===== src/rtl/core/dfcm_pkg.sv =====
`timescale 1ns / 1ps

package dfcm_pkg;

  localparam int DEPTH_W   = 16;
  localparam int SQ_W      = 2 * DEPTH_W;
  localparam int CUBE_W    = 3 * DEPTH_W;
  localparam int SCALED_W  = CUBE_W + 4;
  localparam int COLOR_W   = 8;
  localparam int IDX_W     = 11;
  // level = scaled >> 23, index = level >> 5, level saturates at 2^16 - 1
  localparam int IDX_LSB   = 28;
  localparam int SAT_BIT   = 39;

  localparam logic [COLOR_W-1:0] ALPHA_OPAQUE = 8'd128;
  localparam logic [COLOR_W-1:0] ALPHA_CLEAR  = 8'd0;
  localparam logic [COLOR_W-1:0] COLOR_FULL   = 8'd255;
  localparam logic [COLOR_W-1:0] COLOR_NONE   = 8'd0;

  typedef enum logic [2:0] {
    BAND_WHITE_RED    = 3'd0,
    BAND_RED_YELLOW   = 3'd1,
    BAND_YELLOW_GREEN = 3'd2,
    BAND_GREEN_CYAN   = 3'd3,
    BAND_CYAN_BLUE    = 3'd4,
    BAND_BLUE_DARK    = 3'd5,
    BAND_CLEAR_LO     = 3'd6,
    BAND_CLEAR_HI     = 3'd7
  } band_t;

  typedef struct packed {
    logic [COLOR_W-1:0] red;
    logic [COLOR_W-1:0] green;
    logic [COLOR_W-1:0] blue;
    logic [COLOR_W-1:0] alpha;
  } pix_t;

  function automatic pix_t palette(input logic [IDX_W-1:0] idx, input logic zero);
    pix_t p;
    logic [COLOR_W-1:0] lb;
    band_t band;
    lb      = idx[COLOR_W-1:0];
    band    = band_t'(idx[IDX_W-1:COLOR_W]);
    p.alpha = zero ? ALPHA_CLEAR : ALPHA_OPAQUE;
    case (band)
      BAND_WHITE_RED: begin
        p.red = COLOR_FULL; p.green = COLOR_FULL - lb; p.blue = COLOR_FULL - lb;
      end
      BAND_RED_YELLOW: begin
        p.red = COLOR_FULL; p.green = lb; p.blue = COLOR_NONE;
      end
      BAND_YELLOW_GREEN: begin
        p.red = COLOR_FULL - lb; p.green = COLOR_FULL; p.blue = COLOR_NONE;
      end
      BAND_GREEN_CYAN: begin
        p.red = COLOR_NONE; p.green = COLOR_FULL; p.blue = lb;
      end
      BAND_CYAN_BLUE: begin
        p.red = COLOR_NONE; p.green = COLOR_FULL - lb; p.blue = COLOR_FULL;
      end
      BAND_BLUE_DARK: begin
        p.red = COLOR_NONE; p.green = COLOR_NONE; p.blue = COLOR_FULL - lb;
      end
      default: begin
        p.red = COLOR_NONE; p.green = COLOR_NONE; p.blue = COLOR_NONE;
        p.alpha = ALPHA_CLEAR;
      end
    endcase
    return p;
  endfunction

endpackage


===== src/rtl/core/dfcm_cube.sv =====
`timescale 1ns / 1ps

module dfcm_cube (
  input  logic                           clk,
  input  logic                           rst_n,
  input  logic                           in_valid,
  output logic                           in_ready,
  input  logic [dfcm_pkg::DEPTH_W-1:0]   in_depth,
  output logic                           out_valid,
  input  logic                           out_ready,
  output logic [dfcm_pkg::CUBE_W-1:0]    out_cube,
  output logic                           out_zero
);

  logic                          v1_r, v2_r;
  logic [dfcm_pkg::SQ_W-1:0]     sq_r;
  logic [dfcm_pkg::DEPTH_W-1:0]  d1_r;
  logic                          zero1_r, zero2_r;
  logic [dfcm_pkg::CUBE_W-1:0]   cube_r;
  logic                          ready1, ready2;

  assign ready2   = !v2_r || out_ready;
  assign ready1   = !v1_r || ready2;
  assign in_ready = ready1;

  always_ff @(posedge clk) begin
    if (!rst_n) begin
      v1_r <= 1'b0;
      v2_r <= 1'b0;
    end else begin
      if (ready1) v1_r <= in_valid;
      if (ready2) v2_r <= v1_r;
    end
  end

  always_ff @(posedge clk) begin
    if (ready1 && in_valid) begin
      sq_r    <= {{dfcm_pkg::DEPTH_W{1'b0}}, in_depth} *
                 {{dfcm_pkg::DEPTH_W{1'b0}}, in_depth};
      d1_r    <= in_depth;
      zero1_r <= (in_depth == '0);
    end
    if (ready2 && v1_r) begin
      cube_r  <= {{dfcm_pkg::DEPTH_W{1'b0}}, sq_r} * {{dfcm_pkg::SQ_W{1'b0}}, d1_r};
      zero2_r <= zero1_r;
    end
  end

  assign out_valid = v2_r;
  assign out_cube  = cube_r;
  assign out_zero  = zero2_r;

endmodule


===== src/rtl/core/dfcm_palette.sv =====
`timescale 1ns / 1ps

module dfcm_palette (
  input  logic                         clk,
  input  logic                         rst_n,
  input  logic                         in_valid,
  output logic                         in_ready,
  input  logic [dfcm_pkg::CUBE_W-1:0]  in_cube,
  input  logic                         in_zero,
  output logic                         out_valid,
  input  logic                         out_ready,
  output dfcm_pkg::pix_t               out_pix
);

  logic                           v3_r, v4_r;
  logic [dfcm_pkg::IDX_W-1:0]     idx_r;
  logic [dfcm_pkg::IDX_W-1:0]     idx_nxt;
  logic                           zero3_r;
  dfcm_pkg::pix_t                 pix_r;
  logic [dfcm_pkg::SCALED_W-1:0]  scaled;
  logic                           sat;
  logic                           ready3, ready4;

  // 9 * cube
  assign scaled  = {1'b0, in_cube, 3'b000} + {4'b0000, in_cube};
  assign sat     = |scaled[dfcm_pkg::SCALED_W-1:dfcm_pkg::SAT_BIT];
  assign idx_nxt = sat ? {dfcm_pkg::IDX_W{1'b1}}
                       : scaled[dfcm_pkg::SAT_BIT-1:dfcm_pkg::IDX_LSB];

  assign ready4   = !v4_r || out_ready;
  assign ready3   = !v3_r || ready4;
  assign in_ready = ready3;

  always_ff @(posedge clk) begin
    if (!rst_n) begin
      v3_r <= 1'b0;
      v4_r <= 1'b0;
    end else begin
      if (ready3) v3_r <= in_valid;
      if (ready4) v4_r <= v3_r;
    end
  end

  always_ff @(posedge clk) begin
    if (ready3 && in_valid) begin
      idx_r   <= idx_nxt;
      zero3_r <= in_zero;
    end
    if (ready4 && v3_r) begin
      pix_r <= dfcm_pkg::palette(idx_r, zero3_r);
    end
  end

  assign out_valid = v4_r;
  assign out_pix   = pix_r;

endmodule


===== src/rtl/core/depth_false_color_mapper.sv =====
`timescale 1ns / 1ps

// Depth to RGBA false-color mapper.
// Input channel: in_valid / in_stall with in_depth_mm, one depth item in mm,
// zero meaning no reading. Output channel: out_valid / out_stall with
// out_red, out_green, out_blue, out_alpha, one pixel per depth item.
// An item is taken on a clock edge where valid is high and stall is low.
// Level is the cubic gamma 9*d^3 >> 23, saturated; the palette index
// picks one of six color ramps, higher bands are transparent black.
// Alpha is 128, or 0 for zero depth and transparent bands.
// Pipeline: square, cube, scale/index, palette, one register each.
// Throughput: one item per cycle while out_stall is low, set by the two pipelined multipliers.
// Output stall: each stage holds its item; empty stages keep filling, so
// in_stall rises only once all four stages are occupied.
// Reset (rst_n low, synchronous) empties the pipeline; no other state.

module depth_false_color_mapper (
  input  logic                           clk,
  input  logic                           rst_n,
  input  logic                           in_valid,
  output logic                           in_stall,
  input  logic [dfcm_pkg::DEPTH_W-1:0]   in_depth_mm,
  output logic                           out_valid,
  input  logic                           out_stall,
  output logic [dfcm_pkg::COLOR_W-1:0]   out_red,
  output logic [dfcm_pkg::COLOR_W-1:0]   out_green,
  output logic [dfcm_pkg::COLOR_W-1:0]   out_blue,
  output logic [dfcm_pkg::COLOR_W-1:0]   out_alpha
);

  logic                          in_ready;
  logic                          mid_valid, mid_ready;
  logic [dfcm_pkg::CUBE_W-1:0]   mid_cube;
  logic                          mid_zero;
  dfcm_pkg::pix_t                pix;

  dfcm_cube u_cube (
    .clk       (clk),
    .rst_n     (rst_n),
    .in_valid  (in_valid),
    .in_ready  (in_ready),
    .in_depth  (in_depth_mm),
    .out_valid (mid_valid),
    .out_ready (mid_ready),
    .out_cube  (mid_cube),
    .out_zero  (mid_zero)
  );

  dfcm_palette u_palette (
    .clk       (clk),
    .rst_n     (rst_n),
    .in_valid  (mid_valid),
    .in_ready  (mid_ready),
    .in_cube   (mid_cube),
    .in_zero   (mid_zero),
    .out_valid (out_valid),
    .out_ready (!out_stall),
    .out_pix   (pix)
  );

  assign in_stall  = !in_ready;
  assign out_red   = pix.red;
  assign out_green = pix.green;
  assign out_blue  = pix.blue;
  assign out_alpha = pix.alpha;

  a_no_stall_when_empty : assert property (@(posedge clk) disable iff (!rst_n)
    !out_valid |-> !in_stall)
    else $error("input stalled with empty output stage");

  a_alpha_codes : assert property (@(posedge clk) disable iff (!rst_n)
    out_valid |-> (out_alpha == dfcm_pkg::ALPHA_OPAQUE ||
                   out_alpha == dfcm_pkg::ALPHA_CLEAR))
    else $error("alpha outside its two codes");

  a_clear_colors : assert property (@(posedge clk) disable iff (!rst_n)
    (out_valid && out_alpha == dfcm_pkg::ALPHA_CLEAR) |->
      ((out_red == dfcm_pkg::COLOR_FULL && out_green == dfcm_pkg::COLOR_FULL &&
        out_blue == dfcm_pkg::COLOR_FULL) ||
       (out_red == dfcm_pkg::COLOR_NONE && out_green == dfcm_pkg::COLOR_NONE &&
        out_blue == dfcm_pkg::COLOR_NONE)))
    else $error("clear pixel is neither white nor black");

endmodule

===== config.mk =====
export PLATFORM = sky130hd
export DESIGN_NAME = depth_false_color_mapper
export DESIGN_NICKNAME = d
export VERILOG_FILES = /design/src/rtl/core/dfcm_pkg.sv /design/src/rtl/core/dfcm_cube.sv /design/src/rtl/core/dfcm_palette.sv /design/src/rtl/core/depth_false_color_mapper.sv
export SDC_FILE = /design/constraint.sdc
export NUM_CORES = 2
export LEC_CHECK = 0
export ABC_AREA = 0
export BUFFER_PORTS_ARGS = -buffer_cell sky130_fd_sc_hd__buf_2
export CAP_MARGIN = 20
export CORE_MARGIN = 2
export CORE_UTILIZATION = 30
export DETAILED_ROUTE_END_ITERATION = 16
export PLACE_DENSITY = 0.42
export SLEW_MARGIN = 20
export SYNTH_ARGS = -nofsm -noshare
export SYNTH_HDL_FRONTEND = slang
export SYNTH_HIERARCHICAL = 1
export SYNTH_SLANG_ARGS = --single-unit

===== constraint.sdc =====
create_clock -name clk -period 5.9 [get_ports clk]
set_clock_uncertainty 0.1 [all_clocks]
set_input_delay 0.59 -clock clk [delete_from_list [all_inputs] [get_ports clk]]
set_output_delay 0.59 -clock clk [all_outputs]
set_load 0.01 [all_outputs]

After elaboration in Yosys (flattened, before gate mapping)
Cells that the tools add are included.
{ "classes": {"add_sub_neg": 2, "reduce_logical": 18, "n_eq_ne": 5, "mul": 2, "muxes": 2} }
{ "op_table": {"columns": ["operator", "n"], "rows": [
  ["24-bit one-hot mux with 6 select lines", 1],
  ["51-bit by 48-bit adder with 52-bit output", 1],
  ["32-bit by 16-bit multiplier with 48-bit output", 1],
  ["16-bit by 16-bit multiplier with 32-bit output", 1],
  ["16-bit zero test", 1],
  ["13-bit OR reduction", 1],
  ["8-bit 2-to-1 mux", 1],
  ["8-bit subtractor (first input constant)", 1],
  ["3-bit by 2-bit == test with 1-bit output (second input constant)", 2],
  ["3-bit == test (second input constant)", 2],
  ["1-bit zero test", 6],
  ["6-bit OR reduction", 1],
  ["1-bit logical AND", 4],
  ["1-bit logical OR", 4],
  ["3-bit by 1-bit == test with 1-bit output (second input constant)", 1],
  ["3-bit zero test", 1]
]} }
{ "totals": {"out_inout_bits": 34, "word_cells": 44, "reg_bits": 146} }

Logic depth before layout (Yosys ltp)
{ "logic_depth": {"depth_word": 6, "mapped_depth": 27, "ltp_nobuf": 24} }

By module
Netlist, hierarchy kept.
{ "by_module_without_submodules": {"columns": ["mod", "area_per_inst_um2", "instances", "seq_area_each_um2", "cells_per_inst"], "rows": [
  ["dfcm_cube", 26123.8, 1, 2922.8, 2787],
  ["dfcm_palette", 4428.0, 1, 1151.1, 554],
  ["depth_false_color_mapper", 7.5, 1, 0.0, 2]
]} }

Least setup slack after synthesis
No wires, ideal clock.
{ "synth_timing": {"kind": "input-to-reg", "start": "input port in_depth_mm[1] (netlist bit)", "end": "register u_cube/sq_r[28] (netlist bit) (data pin)", "path_buffers": 2, "setup_ns": 0.260, "path_stages": 23, "slack_ns": -0.589, "t_arrival_ns": 6.129, "path_cell_list": "clkbuf_1 clkbuf_1 nand2_1 fa_1 inv_1 fa_1 inv_1 fa_1 inv_1 fa_1 inv_1 fa_1 inv_1 fa_1 ha_1 a21o_1 a21o_1 a21o_1 a221o_1 a21oi_1 o21ai_1 a31oi_1 xnor2_1"} }
{ "synth_between": {"elab_chain_len": 1} }
{ "synth_lines": {"columns": ["element", "line", "source"], "rows": [
  ["from (decl)", "depth_false_color_mapper.sv:22", "input logic [dfcm_pkg::DEPTH_W-1:0] in_depth_mm,"],
  ["16-bit by 16-bit multiplier with 32-bit output", "dfcm_cube.sv:38", "sq_r <= {{dfcm_pkg::DEPTH_W{1'b0}}, in_depth} *"],
  ["to (signal assigned)", "dfcm_cube.sv:38", null],
  ["to (decl)", "dfcm_cube.sv:16", "logic [dfcm_pkg::SQ_W-1:0] sq_r;"]
]} }
Every way passes these cells.
A chain may end at the register's enable or synchronous reset.

Worst setup path in the final report
{ "layout_timing": {"start": "register u_cube/sq_r[8] (netlist bit)", "end": "register u_cube.cube_r (netlist bit u_cube/out_cube[45]) (data pin)"} }
{ "layout_between": {"elab_chain_len": 1} }
{ "layout_lines": {"columns": ["element", "line", "source"], "rows": [
  ["32-bit by 16-bit multiplier with 48-bit output", "dfcm_cube.sv:44", "cube_r <= {{dfcm_pkg::DEPTH_W{1'b0}}, sq_r} * {{dfcm_pkg::SQ_W{1'b0}}, d1_r};"],
  ["to (signal assigned)", "dfcm_cube.sv:44", null],
  ["to (decl)", "dfcm_cube.sv:19", "logic [dfcm_pkg::CUBE_W-1:0] cube_r;"]
]} }
Every way passes these cells.

==> summary.md <==
| Metric | Value |
|---|---|
| Outcome | complete, but fails checks |
| Failing checks | negative setup slack |
| Max incr delay on CP | 560 ps |
| CP arrival | around 6500 ps |
| H-tree levels | 4 |
| Main flop type after synthesis | edfxtp_1 |
| Mean number of vias per cell | 4.48 |
| Synth top area share | 37.7% |
| Die extent in x | approximately 320 um |
| Worst EP required | between 6000 and 7000 ps |
| Slew Limit Headroom | 29.3% |
| Hold WC Path Type | input pin to register |
| Die Area | between 0.1 and 0.15 sq mm |
| Crit-path most repeated cell | fa_1 |
| Startpoint types | register |
| Clock slew at reported path FFs | approximately 70 ps |
| Most frequent cells in the layout | 670 x inv_1, 560 x fa_1, 436 x nand2_1 |
| Post-DP HPWL | between 60000 and 70000 um |
| Largest net degree at the start of global routing | 50 |
| CTS sink count | roughly 140 |
| Total GRT Usage | around 16% |
| Cell Rows | 117 |
| CTS tree | done |
| Number of synthesis warnings | 6 |
| Die H | roughly 320 um |
| Synth Register Bits | 137 |
| Critical path, cell by cell | and2_4 > fa_1 > inv_2 > fa_2 > fa_1 > inv_1 > fa_1 > fa_1 > inv_1 > fa_1 > inv_2 > ha_4 > nand2_2 > o32a_1 > o221a_1 > o211ai_4 > a21oi_2 > or4_4 > a31oi_4 > a221oi_2 > xnor2_1 |
| Tcrit/Tclk final | 107% |
| Number of global-route vias before repair | roughly 25000 |
| Final min period | between 6000 and 7000 ps |
| Routability cong. | roughly 0.85 |
| Fmax achieved | between 150 and 200 MHz |
| Fill count | around 10000 |
| N_diodes | 0 |
| Slowest stage cell, crit path | fa_1 |
| Area leader, netlist | fa_1 |
| Drt drc | 0 |
| Syn Std Cell Area | roughly 0.031 sq mm |
| Post-synthesis sequential area ratio | between 10% and 20% |
| Final net count | around 4600 |
| Final Max Slew Viols | 0 |
| Initial DRC Count | just over 900 |
| Post-place setup slack | -577 ps |
| Final hold vios | 0 |
| Wire length per cell | between 15 and 20 um |
| Crit end category | register |
| Syn_area_per_cell | around 9 sq um |
| Core Area | ~0.10 sq mm |
| WL final | between 80000 and 90000 um |
| # setup viols final | 21 |
| Initial antenna violation count | 0 |
| Netlist cell types | 75 |
| Final worst slack | -441 ps |
| Global-route wire length before repair | between 100000 and 150000 um |
| Worst-Margin Slew | 1060 ps |
| Clock root cell | clkbuf_16 |
| Most common cell after layout, fill and taps aside | inv_1 |
| Max cap viols | 0 |
| Synth Instances | 3343 |
| Async SR Flop Fraction | 0% |
| 1st-pass router iterations | 4 |
| Vias post-DR | ~23000 |
| CTS Buf Count | 17 |
| Synth area leaders | fa_1 38%, edfxtp_1 13%, ha_1 11% |
| Crit Path Category | register to register |
| Initial Utilization | 30.1% |
| P&R area growth vs syn | 21.8% |
| Share of post-route cells with drive strength above 1 | 19.3% |
| Io pins | 54 |
| Number of port buffers | 46 |
| Hold WS | about 250 ps |
| Gr ovfl total | 0 |
| Max FO, Critical Path | 6 |
| Clk_lat worst skew | 480 ps |
| RSZ-0062 raised after global routing | true |
| CTS Buffer Depth | 2 |
| EDFF count, synth | about 130 |
| Routed Antenna Nets | 0 |
==> cell usage after synthesis, drive strengths merged (4+ instances only) <==
master / instances
inv: 691
fa: 575
nand2: 451
ha: 267
and2: 260
a21oi: 146
clkbuf: 133
edfxtp: 133
nor2: 98
o21ai: 80
xnor2: 56
nand3: 44
nand4: 40
a21o: 39
xor2: 35
o22ai: 23
buf: 19
o21a: 19
nor2b: 17
o21bai: 17
nor3: 15
a211oi: 14
a31oi: 14
or2: 14
nand2b: 13
o211ai: 13
a21boi: 11
and3: 10
nor4: 9
and4: 7
a2111oi: 5
a22oi: 5
mux2i: 5
a221o: 4
a41oi: 4
dfxtp: 4
o221ai: 4
o31ai: 4
==> layout make-up <==
class	instances	area, sq um	share of cell area (%)
Multi-Input combinational cell	2375	24200	65.0
Sequential cell	137	4070	10.9
Timing Repair Buffer	489	4030	10.8
Inverter	691	2600	6.99
Tap cell	1368	1710	4.60
Clock buffer	17	425	1.14
Clock inverter	15	179	0.481
==> state kept, by name (all words and copies together) (netlist names) <==
register and flops:
u_cube/d1_r 15, u_palette/zero3_r 1, u_cube/out_cube 48, u_palette/idx_r 11, u_palette/v3_r 1, u_cube/zero1_r 1
u_cube/out_valid 1, u_palette/out_valid 1, u_cube/out_zero 1, u_cube/v1_r 1, u_cube/sq_r 31, u_palette/out_pix 25
==> what timing repair did <==
item,in CTS,in global routing
pin swaps,25,66
hold buffers,0,0
resized for setup,56,148
buffers inserted,15,20
setup endpoints to repair,25,40
cloned,2,0
==> worst paths after layout <==
kind / startpoint / end / slack (ps) / cells past startpoint
worst max-delay path: u_cube/sq_r[8] / u_cube/out_cube[45] / -440 / 21
worst min-delay path: in_valid / u_cube/v1_r / 250 / 3
worst max register to register: u_cube/sq_r[8] / u_cube/out_cube[45] / -440 / 21
worst min register to register: u_cube/out_zero / u_palette/zero3_r / 330 / 0
==> routing by layer <==
layer / routed length, um / up-vias / share of wire, % / GRT usage [%]
met1: 39900 / 11300 / 49 / 22.8
met5: 0 / - / 0 / 0
met2: 37500 / 266 / 47 / 26.8
met4: 1370 / 0 / 1.7 / 3.71
li1: - / 11200 / - / -
met3: 1830 / 68 / 2.3 / 1.36
==> stage by stage <==
| step | instances | area [sq um] | setup TNS (ps) | utilization [%] |
|---|---|---|---|---|
| global route | 5092 | 37200 | -10220 | 36.7 |
| CTS | 5072 | 36600 | -5440 | 36.1 |
| global placement | 5023 | 35600 | -13640 | 35.1 |
| floorplan | 3355 | 31000 | -905 | - |
| finish | 5092 | 37200 | -5140 | 36.7 |
| detailed placement | 5023 | 35600 | -14340 | 35.1 |
==> worst max-delay path: cells and delay by family, from the launching register on <==
family	cells	cell delay [ps]
compound gates	6	1200
xor+xnor	1	140
buf+inv	4	230
simple gates	3	680
flops	1	540
fa+ha+maj	7	3190
==> cells by family after synthesis <==
group / after synthesis / synth area share (%)
compound gates: 435 / 9.13
simple gates: 986 / 15.6
xor+xnor: 91 / 2.61
fa+ha+maj: 842 / 48.6
buf+inv: 843 / 10.5
other cells: 3 / 0.0368
mux: 6 / 0.201
flops: 137 / 13.3
Power is not shown: default switching activity piles up to over one toggle a cycle in this logic, so the estimate is an artifact.
